--- config.mk ---
export PLATFORM = sky130hd
export DESIGN_NAME = shadow_call_stack_monitor_unit_flat
export DESIGN_NICKNAME = d
export VERILOG_FILES = /design/src/hw/rtl/scsm_pkg.sv /design/src/hw/rtl/scsm_if.sv /design/src/hw/rtl/scsm_cell.sv /design/src/hw/rtl/shadow_call_stack_monitor_unit.sv /design/src/flat_wrapper.sv
export SDC_FILE = /design/constraint.sdc
export NUM_CORES = 2
export LEC_CHECK = 0
export ABC_AREA = 1
export BUFFER_PORTS_ARGS = -buffer_cell sky130_fd_sc_hd__clkbuf_2
export CAP_MARGIN = 20
export CORE_MARGIN = 10
export CORE_UTILIZATION = 44
export DETAILED_ROUTE_END_ITERATION = 8
export PLACE_DENSITY = 0.57
export SLEW_MARGIN = 20
export SYNTH_ARGS = -nofsm -noshare
export SYNTH_HDL_FRONTEND = slang
export SYNTH_SLANG_ARGS = --single-unit
--- constraint.sdc ---
create_clock -name i_clk -period 9.3 [get_ports i_clk]
set_clock_uncertainty 0.05 [all_clocks]
set_input_delay 0 -clock i_clk [delete_from_list [all_inputs] [get_ports i_clk]]
set_output_delay 0 -clock i_clk [all_outputs]
set_load 0.02 [all_outputs]
--- src/hw/rtl/scsm_pkg.sv ---
// Shared types, constants and register map of the shadow call stack monitor.
package scsm_pkg;

    localparam int DEF_STACK_DEPTH = 32;
    localparam int DEF_ADDR_WIDTH  = 32;

    localparam int FUNC_W   = 32;
    localparam int FRAME_W  = 32;
    localparam int STAT_W   = 2;
    localparam int DEPTH_W  = 6;
    localparam int MISS_W   = 16;
    localparam int LW_W     = 32;
    localparam int LIMIT_W  = 32;
    localparam int MARGIN_W = 16;

    localparam int APB_AW    = 4;
    localparam int APB_DW    = 32;
    localparam int REG_IDX_W = 2;

    localparam logic [REG_IDX_W-1:0] REG_GUARD_EN = 2'd0;
    localparam logic [REG_IDX_W-1:0] REG_LIMIT    = 2'd1;
    localparam logic [REG_IDX_W-1:0] REG_MARGIN   = 2'd2;

    localparam logic [MARGIN_W-1:0] MARGIN_RESET = 16'd1024;

    typedef enum logic [STAT_W-1:0] {
        ST_OK       = 2'd0,
        ST_GUARD    = 2'd1,
        ST_MISMATCH = 2'd2,
        ST_UNBAL    = 2'd3
    } t_status;

    typedef struct packed {
        logic push;
        logic pop;
    } t_shift_ctl;

endpackage

--- src/hw/rtl/scsm_if.sv ---
// Valid/ready channel interfaces for event words and result words.
interface scsm_in_if;
    import scsm_pkg::*;

    logic               valid;
    logic               ready;
    logic               mode;
    logic [FUNC_W-1:0]  func_addr;
    logic [FRAME_W-1:0] frame_ptr;

    modport source (output valid, output mode, output func_addr, output frame_ptr,
                    input ready);
    modport sink (input valid, input mode, input func_addr, input frame_ptr,
                  output ready);
endinterface

interface scsm_out_if;
    import scsm_pkg::*;

    logic               valid;
    logic               ready;
    logic [STAT_W-1:0]  status;
    logic [DEPTH_W-1:0] depth;
    logic [MISS_W-1:0]  missed_count;
    logic [LW_W-1:0]    low_water;

    modport source (output valid, output status, output depth, output missed_count,
                    output low_water, input ready);
    modport sink (input valid, input status, input depth, input missed_count,
                  input low_water, output ready);
endinterface

--- src/hw/rtl/scsm_cell.sv ---
// One entry of the shifting shadow stack, loading from its upper or lower neighbor.
module scsm_cell #(
    parameter int W = 32
) (
    input  logic                  i_clk,
    input  scsm_pkg::t_shift_ctl  i_ctl,
    input  logic [W-1:0]          i_from_up,
    input  logic [W-1:0]          i_from_down,
    output logic [W-1:0]          o_q
);
    import scsm_pkg::*;

    logic [W-1:0] r_q;
    logic [W-1:0] n_q;

    always_comb begin
        n_q = r_q;
        if (i_ctl.push) begin
            n_q = i_from_up;
        end else if (i_ctl.pop) begin
            n_q = i_from_down;
        end
    end

    always_ff @(posedge i_clk) begin
        r_q <= n_q;
    end

    assign o_q = r_q;

endmodule

--- src/hw/rtl/shadow_call_stack_monitor_unit.sv ---
// Top level of the shadow call stack monitor: control, guard check and the cell row.
//
// The monitor takes one entry or exit event word per clock and returns one result
// word for each, in the cycle after acceptance; with the result side always ready it
// sustains one event per cycle. Each event is resolved in the cycle it is accepted:
// the return addresses sit in a row of STACK_DEPTH cells that shifts down on a push
// and up on a pop, so the top of stack is always in the first cell and the address
// check needs no memory read. A single result register holds the answer; a new
// event is taken in the same cycle the held result is taken. Status reports guard
// violations, return mismatches and unbalanced exits without stopping the monitor.
// The depth output is the occupancy modulo 64, and low_water only moves while the
// guard is enabled. Registers (guard_enable at 0x0, stack_limit at 0x4,
// guard_margin at 0x8) should be written only while no event is in flight.
module shadow_call_stack_monitor_unit #(
    parameter int STACK_DEPTH = scsm_pkg::DEF_STACK_DEPTH,
    parameter int ADDR_WIDTH  = scsm_pkg::DEF_ADDR_WIDTH
) (
    input  logic                        i_clk,
    input  logic                        i_rst_n,
    input  logic                        psel,
    input  logic                        penable,
    input  logic                        pwrite,
    input  logic [scsm_pkg::APB_AW-1:0] paddr,
    input  logic [scsm_pkg::APB_DW-1:0] pwdata,
    output logic [scsm_pkg::APB_DW-1:0] prdata,
    output logic                        pready,
    scsm_in_if.sink                     i_in,
    scsm_out_if.source                  o_out
);
    import scsm_pkg::*;

    localparam int EW = (ADDR_WIDTH < FUNC_W) ? ADDR_WIDTH : FUNC_W;
    localparam int OW = $clog2(STACK_DEPTH + 1);

    logic                r_gen;
    logic [LIMIT_W-1:0]  r_limit;
    logic [MARGIN_W-1:0] r_margin;

    logic [OW-1:0]       r_occ;
    logic [OW-1:0]       n_occ;
    logic [MISS_W-1:0]   r_miss;
    logic [MISS_W-1:0]   n_miss;
    logic [EW-1:0]       r_lw;
    logic [EW-1:0]       n_lw;
    t_status             r_status;
    t_status             n_status;
    logic                r_ovalid;

    logic                  w_accept;
    logic                  w_cfg_wr;
    logic [REG_IDX_W-1:0]  w_reg_idx;
    logic [EW-1:0]         w_fn;
    logic [EW-1:0]         w_frame;
    logic [ADDR_WIDTH-1:0] w_dist;
    logic                  w_guard_bad;
    logic                  w_full;
    t_shift_ctl            w_ctl;
    logic [EW-1:0]         w_cell_q [STACK_DEPTH];
    logic [OW+5:0]         w_occ_ext;

    assign pready    = 1'b1;
    assign w_reg_idx = paddr[3:2];
    assign w_cfg_wr  = psel && penable && pwrite && pready;

    always_comb begin
        unique case (w_reg_idx)
            REG_GUARD_EN: prdata = APB_DW'(r_gen);
            REG_LIMIT:    prdata = APB_DW'(r_limit);
            REG_MARGIN:   prdata = APB_DW'(r_margin);
            default:      prdata = '0;
        endcase
    end

    always_ff @(posedge i_clk) begin
        if (!i_rst_n) begin
            r_gen    <= 1'b0;
            r_limit  <= '0;
            r_margin <= MARGIN_RESET;
        end else if (w_cfg_wr) begin
            unique case (w_reg_idx)
                REG_GUARD_EN: r_gen    <= pwdata[0];
                REG_LIMIT:    r_limit  <= pwdata[LIMIT_W-1:0];
                REG_MARGIN:   r_margin <= pwdata[MARGIN_W-1:0];
                default:      ;
            endcase
        end
    end

    assign i_in.ready = !r_ovalid || o_out.ready;
    assign w_accept   = i_in.valid && i_in.ready;

    assign w_fn    = i_in.func_addr[EW-1:0];
    assign w_frame = i_in.frame_ptr[EW-1:0];
    assign w_full  = (r_occ == OW'(STACK_DEPTH));

    assign w_dist      = ADDR_WIDTH'(w_frame) - ADDR_WIDTH'(r_limit);
    assign w_guard_bad = w_dist[ADDR_WIDTH-1] || (w_dist < ADDR_WIDTH'(r_margin));

    always_comb begin
        n_occ    = r_occ;
        n_miss   = r_miss;
        n_lw     = r_lw;
        n_status = ST_OK;
        w_ctl    = '0;
        if (!i_in.mode) begin
            if (r_gen) begin
                if (w_frame < r_lw) begin
                    n_lw = w_frame;
                end
                if (w_guard_bad) begin
                    n_status = ST_GUARD;
                end
            end
            if (!w_full) begin
                w_ctl.push = 1'b1;
                n_occ      = r_occ + OW'(1);
            end else begin
                n_miss = r_miss + MISS_W'(1);
            end
        end else begin
            if (r_miss != '0) begin
                n_miss = r_miss - MISS_W'(1);
            end else if (r_occ != '0) begin
                if (w_cell_q[0] != w_fn) begin
                    n_status = ST_MISMATCH;
                end else begin
                    w_ctl.pop = 1'b1;
                    n_occ     = r_occ - OW'(1);
                end
            end else begin
                n_status = ST_UNBAL;
            end
        end
        if (!w_accept) begin
            w_ctl = '0;
        end
    end

    for (genvar i = 0; i < STACK_DEPTH; i++) begin : g_cell
        logic [EW-1:0] w_up;
        logic [EW-1:0] w_down;
        if (i == 0) begin : g_first
            assign w_up = w_fn;
        end else begin : g_rest
            assign w_up = w_cell_q[i-1];
        end
        if (i == STACK_DEPTH - 1) begin : g_last
            assign w_down = w_cell_q[i];
        end else begin : g_inner
            assign w_down = w_cell_q[i+1];
        end
        scsm_cell #(
            .W (EW)
        ) u_cell (
            .i_clk       (i_clk),
            .i_ctl       (w_ctl),
            .i_from_up   (w_up),
            .i_from_down (w_down),
            .o_q         (w_cell_q[i])
        );
    end

    always_ff @(posedge i_clk) begin
        if (!i_rst_n) begin
            r_occ    <= '0;
            r_miss   <= '0;
            r_lw     <= '1;
            r_ovalid <= 1'b0;
            r_status <= ST_OK;
        end else begin
            if (w_accept) begin
                r_occ    <= n_occ;
                r_miss   <= n_miss;
                r_lw     <= n_lw;
                r_status <= n_status;
                r_ovalid <= 1'b1;
            end else if (o_out.ready) begin
                r_ovalid <= 1'b0;
            end
        end
    end

    assign w_occ_ext          = {6'b0, r_occ};
    assign o_out.valid        = r_ovalid;
    assign o_out.status       = r_status;
    assign o_out.depth        = w_occ_ext[DEPTH_W-1:0];
    assign o_out.missed_count = r_miss;
    assign o_out.low_water    = LW_W'(r_lw);

    a_occ_bound: assert property (@(posedge i_clk) disable iff (!i_rst_n)
        r_occ <= OW'(STACK_DEPTH))
        else $error("Shadow stack occupancy exceeds its depth.");

    a_push_pop_excl: assert property (@(posedge i_clk) disable iff (!i_rst_n)
        !(w_ctl.push && w_ctl.pop))
        else $error("Cell row asked to push and pop at once.");

    a_pop_dec: assert property (@(posedge i_clk) disable iff (!i_rst_n)
        w_ctl.pop |=> (r_occ == $past(r_occ) - OW'(1)))
        else $error("Pop did not lower the occupancy by one.");

    a_miss_first: assert property (@(posedge i_clk) disable iff (!i_rst_n)
        (w_accept && i_in.mode && (r_miss != '0)) |-> !w_ctl.pop)
        else $error("Exit popped the stack while misses were pending.");

    a_lw_falls: assert property (@(posedge i_clk) disable iff (!i_rst_n)
        $past(i_rst_n) |-> (r_lw <= $past(r_lw)))
        else $error("Low-water mark rose without a reset.");

endmodule
--- src/flat_wrapper.sv ---
// flat-port wrapper written by rule: the top's interface ports become plain ports
module shadow_call_stack_monitor_unit_flat import scsm_pkg::*;
#(
    parameter int STACK_DEPTH = scsm_pkg::DEF_STACK_DEPTH,
    parameter int ADDR_WIDTH  = scsm_pkg::DEF_ADDR_WIDTH
)
  (i_clk, i_rst_n, psel, penable, pwrite, paddr, pwdata, prdata, pready, i_in_valid, i_in_mode, i_in_func_addr, i_in_frame_ptr, i_in_ready, o_out_valid, o_out_status, o_out_depth, o_out_missed_count, o_out_low_water, o_out_ready);
  scsm_in_if i_in_i ();
  scsm_out_if o_out_i ();
  input  logic i_clk;
  input  logic i_rst_n;
  input  logic psel;
  input  logic penable;
  input  logic pwrite;
  input  logic [scsm_pkg::APB_AW-1:0] paddr;
  input  logic [scsm_pkg::APB_DW-1:0] pwdata;
  output logic [scsm_pkg::APB_DW-1:0] prdata;
  output logic pready;
  input wire logic [$bits(i_in_i.valid)-1:0] i_in_valid;
  input wire logic [$bits(i_in_i.mode)-1:0] i_in_mode;
  input wire logic [$bits(i_in_i.func_addr)-1:0] i_in_func_addr;
  input wire logic [$bits(i_in_i.frame_ptr)-1:0] i_in_frame_ptr;
  output wire logic [$bits(i_in_i.ready)-1:0] i_in_ready;
  output wire logic [$bits(o_out_i.valid)-1:0] o_out_valid;
  output wire logic [$bits(o_out_i.status)-1:0] o_out_status;
  output wire logic [$bits(o_out_i.depth)-1:0] o_out_depth;
  output wire logic [$bits(o_out_i.missed_count)-1:0] o_out_missed_count;
  output wire logic [$bits(o_out_i.low_water)-1:0] o_out_low_water;
  input wire logic [$bits(o_out_i.ready)-1:0] o_out_ready;
  assign i_in_i.valid = i_in_valid;
  assign i_in_i.mode = i_in_mode;
  assign i_in_i.func_addr = i_in_func_addr;
  assign i_in_i.frame_ptr = i_in_frame_ptr;
  assign i_in_ready = i_in_i.ready;
  assign o_out_valid = o_out_i.valid;
  assign o_out_status = o_out_i.status;
  assign o_out_depth = o_out_i.depth;
  assign o_out_missed_count = o_out_i.missed_count;
  assign o_out_low_water = o_out_i.low_water;
  assign o_out_i.ready = o_out_ready;
  shadow_call_stack_monitor_unit #(.STACK_DEPTH(STACK_DEPTH), .ADDR_WIDTH(ADDR_WIDTH)) u_core (.i_clk(i_clk), .i_rst_n(i_rst_n), .psel(psel), .penable(penable), .pwrite(pwrite), .paddr(paddr), .pwdata(pwdata), .prdata(prdata), .pready(pready), .i_in(i_in_i), .o_out(o_out_i));
endmodule
---- Word-level counts from Yosys, hierarchy flattened ----
Index checks and enable logic that the tools add are counted.
storage, ports and cells
  register bits after elaboration ......... 1130
  bits of input ports ..................... 108
  output and inout bits ................... 91
  logic and storage cells ................. 161
cells by class
  $add $sub $neg .......................... 5
  order comparisons ....................... 2
  equal/unequal tests ..................... 9
  multiplexer cells ....................... 86
  bitwise logic cells ..................... 1
  reduce and logical (&&, ||, !) cells .... 18
operators by type and width
  kind                     number
  $mux W32                 62
  $pmux W32 S3             1
  $mux W16                 3
  $lt A32 B16 Y1           1
  $lt A32 B32 Y1           1
  $ne A32 B32 Y1           1
  $sub A32 B32 Y32         1
  $mux W6                  5
  $add A16 B1 Y16 const B  1
  $reduce_bool A16 Y1      1
  $sub A16 B1 Y16 const B  1
  $mux W2                  6
  $mux W1                  9
  $add A6 B1 Y6 const B    1
  $eq A6 B6 Y1 const B     1
  $ne A2 B2 Y1 const B     3
  $reduce_and A2 Y1        3
  $reduce_bool A2 Y1       3
  $reduce_bool A6 Y1       1
  $sub A6 B1 Y6 const B    1
  $reduce_and A5 Y1        1
  $ne A2 B1 Y1 const B     2
  $reduce_and A4 Y1        1
  $logic_and A1 B1 Y1      3
  other kinds (7)          8

---- Logic depth before layout (Yosys ltp) ----
  word-level depth ........................ 8
  depth in mapped cells ................... 21
  gate-level depth less buffers ........... 21

---- Cells and area by module ----
From an unflattened synthesis, not the netlist that was laid out.
second synthesis, totals
  cells, all modules ...................... 5677
  area, all modules ....................... 53662.7 µm²
by module, submodules not included
  module                          times used  cells an instance  area an instance (µm²)  sequential area each (µm²)
  scsm_cell                       32          137                1401.3                  960.9
  shadow_call_stack_monitor_unit  1           1293               8819.7                  2122.0

---- Least setup slack after synthesis ----
Ideal clock, no wire load.
  path kind ............................... flip-flop to flip-flop
  start point ............................. reg u_core.r_occ[0], in the netlist u_core.o_out.depth[0]
  end point ............................... reg u_core.g_cell[0].u_cell.r_q[0] (enable)
  setup time .............................. 2.067 ns
  data arrival time ....................... 5.577 ns
  data required time ...................... 7.183 ns
  slack ................................... 1.606 ns
  stages on the path, launching flop included .. 8
  buffers on the path ..................... 0
  period minus slack after synthesis ...... 7.694 ns
  cells stage by stage .................... dfxtp_1 -> nor4_2 -> nand2_1 -> nor3b_1 -> nand4_1 -> nand2_1 -> nand2_4 -> clkinv_4
on the way
  longest elaborated chain between the ends .. 6
  elaborated cells on any way between the ends .. 9
  those cells by class .................... eq/ne (1); mux (6); reduce/logical (2)
ends and longest elaborated chain
  element                                  RTL line                               text
  from (decl)                              shadow_call_stack_monitor_unit.sv:39   logic [OW-1:0] r_occ;
  from (signal assigned)                   shadow_call_stack_monitor_unit.sv:172  r_occ <= n_occ;
  $reduce_bool A6 Y1                       shadow_call_stack_monitor_unit.sv:123  end else if (r_occ != '0) begin
  $mux W1                                  shadow_call_stack_monitor_unit.sv:123
  $mux W1                                  shadow_call_stack_monitor_unit.sv:121  if (r_miss != '0) begin
  $mux W1                                  shadow_call_stack_monitor_unit.sv:105  if (!i_in.mode) begin
  $mux W2 (*)                              shadow_call_stack_monitor_unit.sv:134  if (!w_accept) begin
  $reduce_bool A2 Y1 (no source line) (*)  n/a
  to (signal assigned)                     scsm_cell.sv:26                        r_q <= n_q;
  to (decl)                                scsm_cell.sv:13                        logic [W-1:0] r_q;
Mark *: on every way between the ends. The rest lies on a longest branch, timed or not.
A chain may end at the register's enable or synchronous reset.

---- Worst setup path in the final report ----
  start point ............................. reg u_core.g_cell[0].u_cell.r_q[20]
  end point ............................... reg u_core.g_cell[19].u_cell.r_q[21] (enable)
on the way
  longest elaborated chain between the ends .. 7
ends and longest elaborated chain
  element                              RTL line                               text
  $ne A32 B32 Y1                       shadow_call_stack_monitor_unit.sv:124  if (w_cell_q[0] != w_fn) begin
  $mux W1                              shadow_call_stack_monitor_unit.sv:124
  $mux W1                              shadow_call_stack_monitor_unit.sv:123
  $mux W1                              shadow_call_stack_monitor_unit.sv:121
  $mux W1                              shadow_call_stack_monitor_unit.sv:105
  $mux W2                              shadow_call_stack_monitor_unit.sv:134
  $reduce_bool A2 Y1 (no source line)  n/a
  to (signal assigned)                 scsm_cell.sv:26
  to (decl)                            scsm_cell.sv:13
Every way passes these cells.

==> impl_metrics.env <==
export IMPL_multi_input_area_mm2=0.0145
export IMPL_die_w_um=361
export IMPL_pre_cts_ws_ns=5.17
export IMPL_hold_class="primary input to flip-flop"
export IMPL_vdd_ir_drop_max_uv=140
export IMPL_critical_path_top_delay_family="simple AND/OR/NAND/NOR gates"
export IMPL_p_per_area_mw_per_mm2=198
export IMPL_ant_nets=0
export IMPL_fin_crit_ns=4.14
export IMPL_drt_iter0_markers=3022
export IMPL_drc=0
export IMPL_clk_path_buf_depth=3
export IMPL_grtUsageTotal_pct=15.5
export IMPL_hold_viol=0
export IMPL_slowest_stage="buf_12"
export IMPL_crit_arrival_ns=4.42
export IMPL_place_port_buffers=195
export IMPL_rsz0062_at_grt="no"
export IMPL_wl_per_cell_um=15.0
export IMPL_drt_first_pass_iters=5
export IMPL_status="completed"
export IMPL_p_seq_share_pct=51.1
export IMPL_vias=34500
export IMPL_seq_area_frac_synth_pct=64.1
export IMPL_h_tree_depth=3
export IMPL_core_area_mm2=0.116
export IMPL_syn_inst=5103
export IMPL_io_pin_count=199
export IMPL_initial_core_util_pct=44.2
export IMPL_power_frac_comb_pct=8.2
export IMPL_cts_tree="done"
export IMPL_num_fill_cells=10700
export IMPL_grt_pass1_vias=33100
export IMPL_nets=5509
export IMPL_synthToLayoutAreaGrowth_pct=13.7
export IMPL_synth_fp_nets=5309
export IMPL_cap_violations=0
export IMPL_setup_violations_final=0
export IMPL_regArea_mm2=0.0329
export IMPL_dr_wl_met3_um=4260
export IMPL_reg2reg_from="u_core.g_cell[0].u_cell.o_q[20]$_DFFE_PP_"
export IMPL_grt_max_degree=260
export IMPL_maxSlewHeadroom_pct=22.8
export IMPL_grt_overflow=0
export IMPL_cp_max_fo=230
export IMPL_yosys_warnings=0
export IMPL_p_leak_nw=23.6
export IMPL_final_common_cell="nand2_1"
export IMPL_wl_met1_um=52000
export IMPL_synth_edff_count=1024
export IMPL_p_int_mw=8.83
export IMPL_postCtsHoldBufs=112
export IMPL_crit_top_cell="nand4_1"
export IMPL_cp_required_ns=9.58
export IMPL_synth_cell_types=52
export IMPL_finalCritPeriodShare_pct=44.5
export IMPL_tightest_slew_ns=1.16
export IMPL_cts_buffers=117
export IMPL_drt_vias_per_instance=4.98
export IMPL_routed_wl_um=104000
export IMPL_grt_pass1_wl_um=171000
export IMPL_start_kind="flip-flop"
export IMPL_netlist_area_mm2=0.0513
export IMPL_insertion_delay_ns=0.72
export IMPL_fmax_ghz=0.242
export IMPL_synth_seq_cells=1130
export IMPL_gp_congestion=0.863
export IMPL_stdcell_count=6923
export IMPL_crit_start="u_core.g_cell[0].u_cell.o_q[20]$_DFFE_PP_"
export IMPL_place_area_mm2=0.0534
export IMPL_wl_met2_um=46000
export IMPL_root_buffer="clkbuf_16"
export IMPL_slew_violations=0
export IMPL_worstPathCellList="xnor2_1 > nand4_1 > nor4_1 > nand4_1 > nand2_1 > nand2_4 > clkinv_16 > buf_12"
export IMPL_setup_ws_ns=5.16
export IMPL_p_sw_mw=2.73
export IMPL_min_from="i_in_frame_ptr[15]"
export IMPL_crit_buf_inv=2
export IMPL_highest_layer="met4"
export IMPL_antenna_found_initial=0
export IMPL_critical_path_max_stage_delay_ns=0.66
export IMPL_p_total_mw=11.6
export IMPL_synthArstFlopShare_pct=0
export IMPL_rows=125
export IMPL_end_kind="flip-flop"
export IMPL_clkPwrFrac_pct=40.7
export IMPL_criticalPathCategory="flip-flop to flip-flop"
export IMPL_dieArea_mm2=0.131
export IMPL_switching_share_pct=23.6
export IMPL_syn_area_per_cell_um2=10.1
export IMPL_fin_tns_setup_ns=0
export IMPL_stdcell_area_mm2=0.0583
export IMPL_post_cts_resize_count=0
export IMPL_dpl_cell_count=6596
export IMPL_chipHeight_um=361
export IMPL_synthFlopType="edfxtp_1"
export IMPL_hpwl_um=63600
export IMPL_layout_common_cells="nand2_1 (1408), o21ai_0 (1025), edfxtp_1 (1024)"
export IMPL_clk_pin_slew_ns=0.07
export IMPL_diodes=0
export IMPL_drive_above_1_share_pct=8.46
export IMPL_postCtsSetupBuffers=0
export IMPL_clock_sinks=1130
area by class of cell:
cell class / count / area share [%]
Sequential cell: 1130 / 56.3
Tap cell: 1524 / 3.27
Timing Repair Buffer: 332 / 4.07
Clock inverter: 77 / 1.36
Inverter: 732 / 4.78
Multi-Input combinational cell: 2990 / 24.9
Clock buffer: 138 / 5.24
metal layers:
metal,global-route usage (%),up-vias
li1,-,17500
met4,4.07,0
met2,23.8,491
met1,22.6,16400
met5,0,-
met3,2.52,135
synthesized netlist by cell type (8+ instances only):
| library cell | n | area, µm² |
|---|---|---|
| o22ai_1 | 20 | 125 |
| nand2_2 | 10 | 62.6 |
| ha_1 | 95 | 1190 |
| a21oi_1 | 121 | 606 |
| clkbuf_1 | 134 | 503 |
| xor2_1 | 23 | 201 |
| o21ai_0 | 1025 | 5130 |
| buf_2 | 101 | 505 |
| dfxtp_1 | 106 | 2120 |
| o211ai_2 | 30 | 375 |
| o21ai_1 | 11 | 55.1 |
| nand4_1 | 19 | 119 |
| nor2_1 | 87 | 327 |
| inv_1 | 724 | 2720 |
| buf_6 | 8 | 90.1 |
| xnor2_1 | 36 | 315 |
| edfxtp_1 | 1024 | 30700 |
| nand3_1 | 34 | 170 |
| nand2_1 | 1408 | 5290 |
power groups by stage:
stage               sequential, mW  combinational, mW  clock [mW]
finish                        5.91              0.952        4.71
global route                  5.93               1.10        5.06
CTS                           5.91              0.962        4.86
detailed placement            6.01              0.919           0
global placement              6.01              0.904           0
floorplan                     6.05              0.662           0
worst paths after layout:
path | cells past startpoint | slack [ns] | endpoint
max | 8 | 5.16 | u_core.g_cell[19].u_cell.o_q[21]$_DFFE_PP_
min | 4 | 0.07 | u_core.o_out.low_water[15]$_SDFFE_PN1P_
max reg2reg | 8 | 5.16 | u_core.g_cell[19].u_cell.o_q[21]$_DFFE_PP_
min reg2reg | 0 | 0.37 | u_core.g_cell[31].u_cell.o_q[27]$_DFFE_PP_
state kept, by name, indices dropped and copies added (netlist names):
| name | flops |
|---|---|
| u_core.g_cell.u_cell.o_q | 1024 |
| u_core.o_out.depth | 6 |
| u_core.o_out.low_water | 32 |
| u_core.o_out.missed_count | 16 |
| u_core.o_out.status | 2 |
| u_core.o_out.valid | 1 |
| u_core.r_gen | 1 |
| u_core.r_limit | 32 |
| u_core.r_margin | 16 |
worst min-delay path, stage by stage:
cell	delay [ns]
dlygate4sd3_1	0.52
clkbuf_2	0.14
nand2_1	0.07
o211ai_2	0.05
stage by stage:
step	hold WS [ns]	utilization, %
2_1_floorplan	0.0725	-
3_3_place_gp	0.202	46.0
6_report	0.0651	50.3
5_1_grt	0.0378	50.3
4_1_cts	0.00121	50.3
3_5_place_dp	0.216	46.0
kinds of logic (layout without fill, tap and decap cells):
| family | count (synthesis) | after routing | synth area share (%) |
|---|---|---|---|
| fa+ha+maj | 98 | 98 | 2.43 |
| other cells | 1 | 1 | 0.00731 |
| simple gates | 1597 | 1597 | 12.2 |
| xor+xnor | 59 | 59 | 1.01 |
| compound gates | 1235 | 1235 | 12.7 |
| flops | 1130 | 1130 | 64.1 |
| buf+inv | 983 | 1279 | 7.59 |
(Power assumes the default switching activity.)
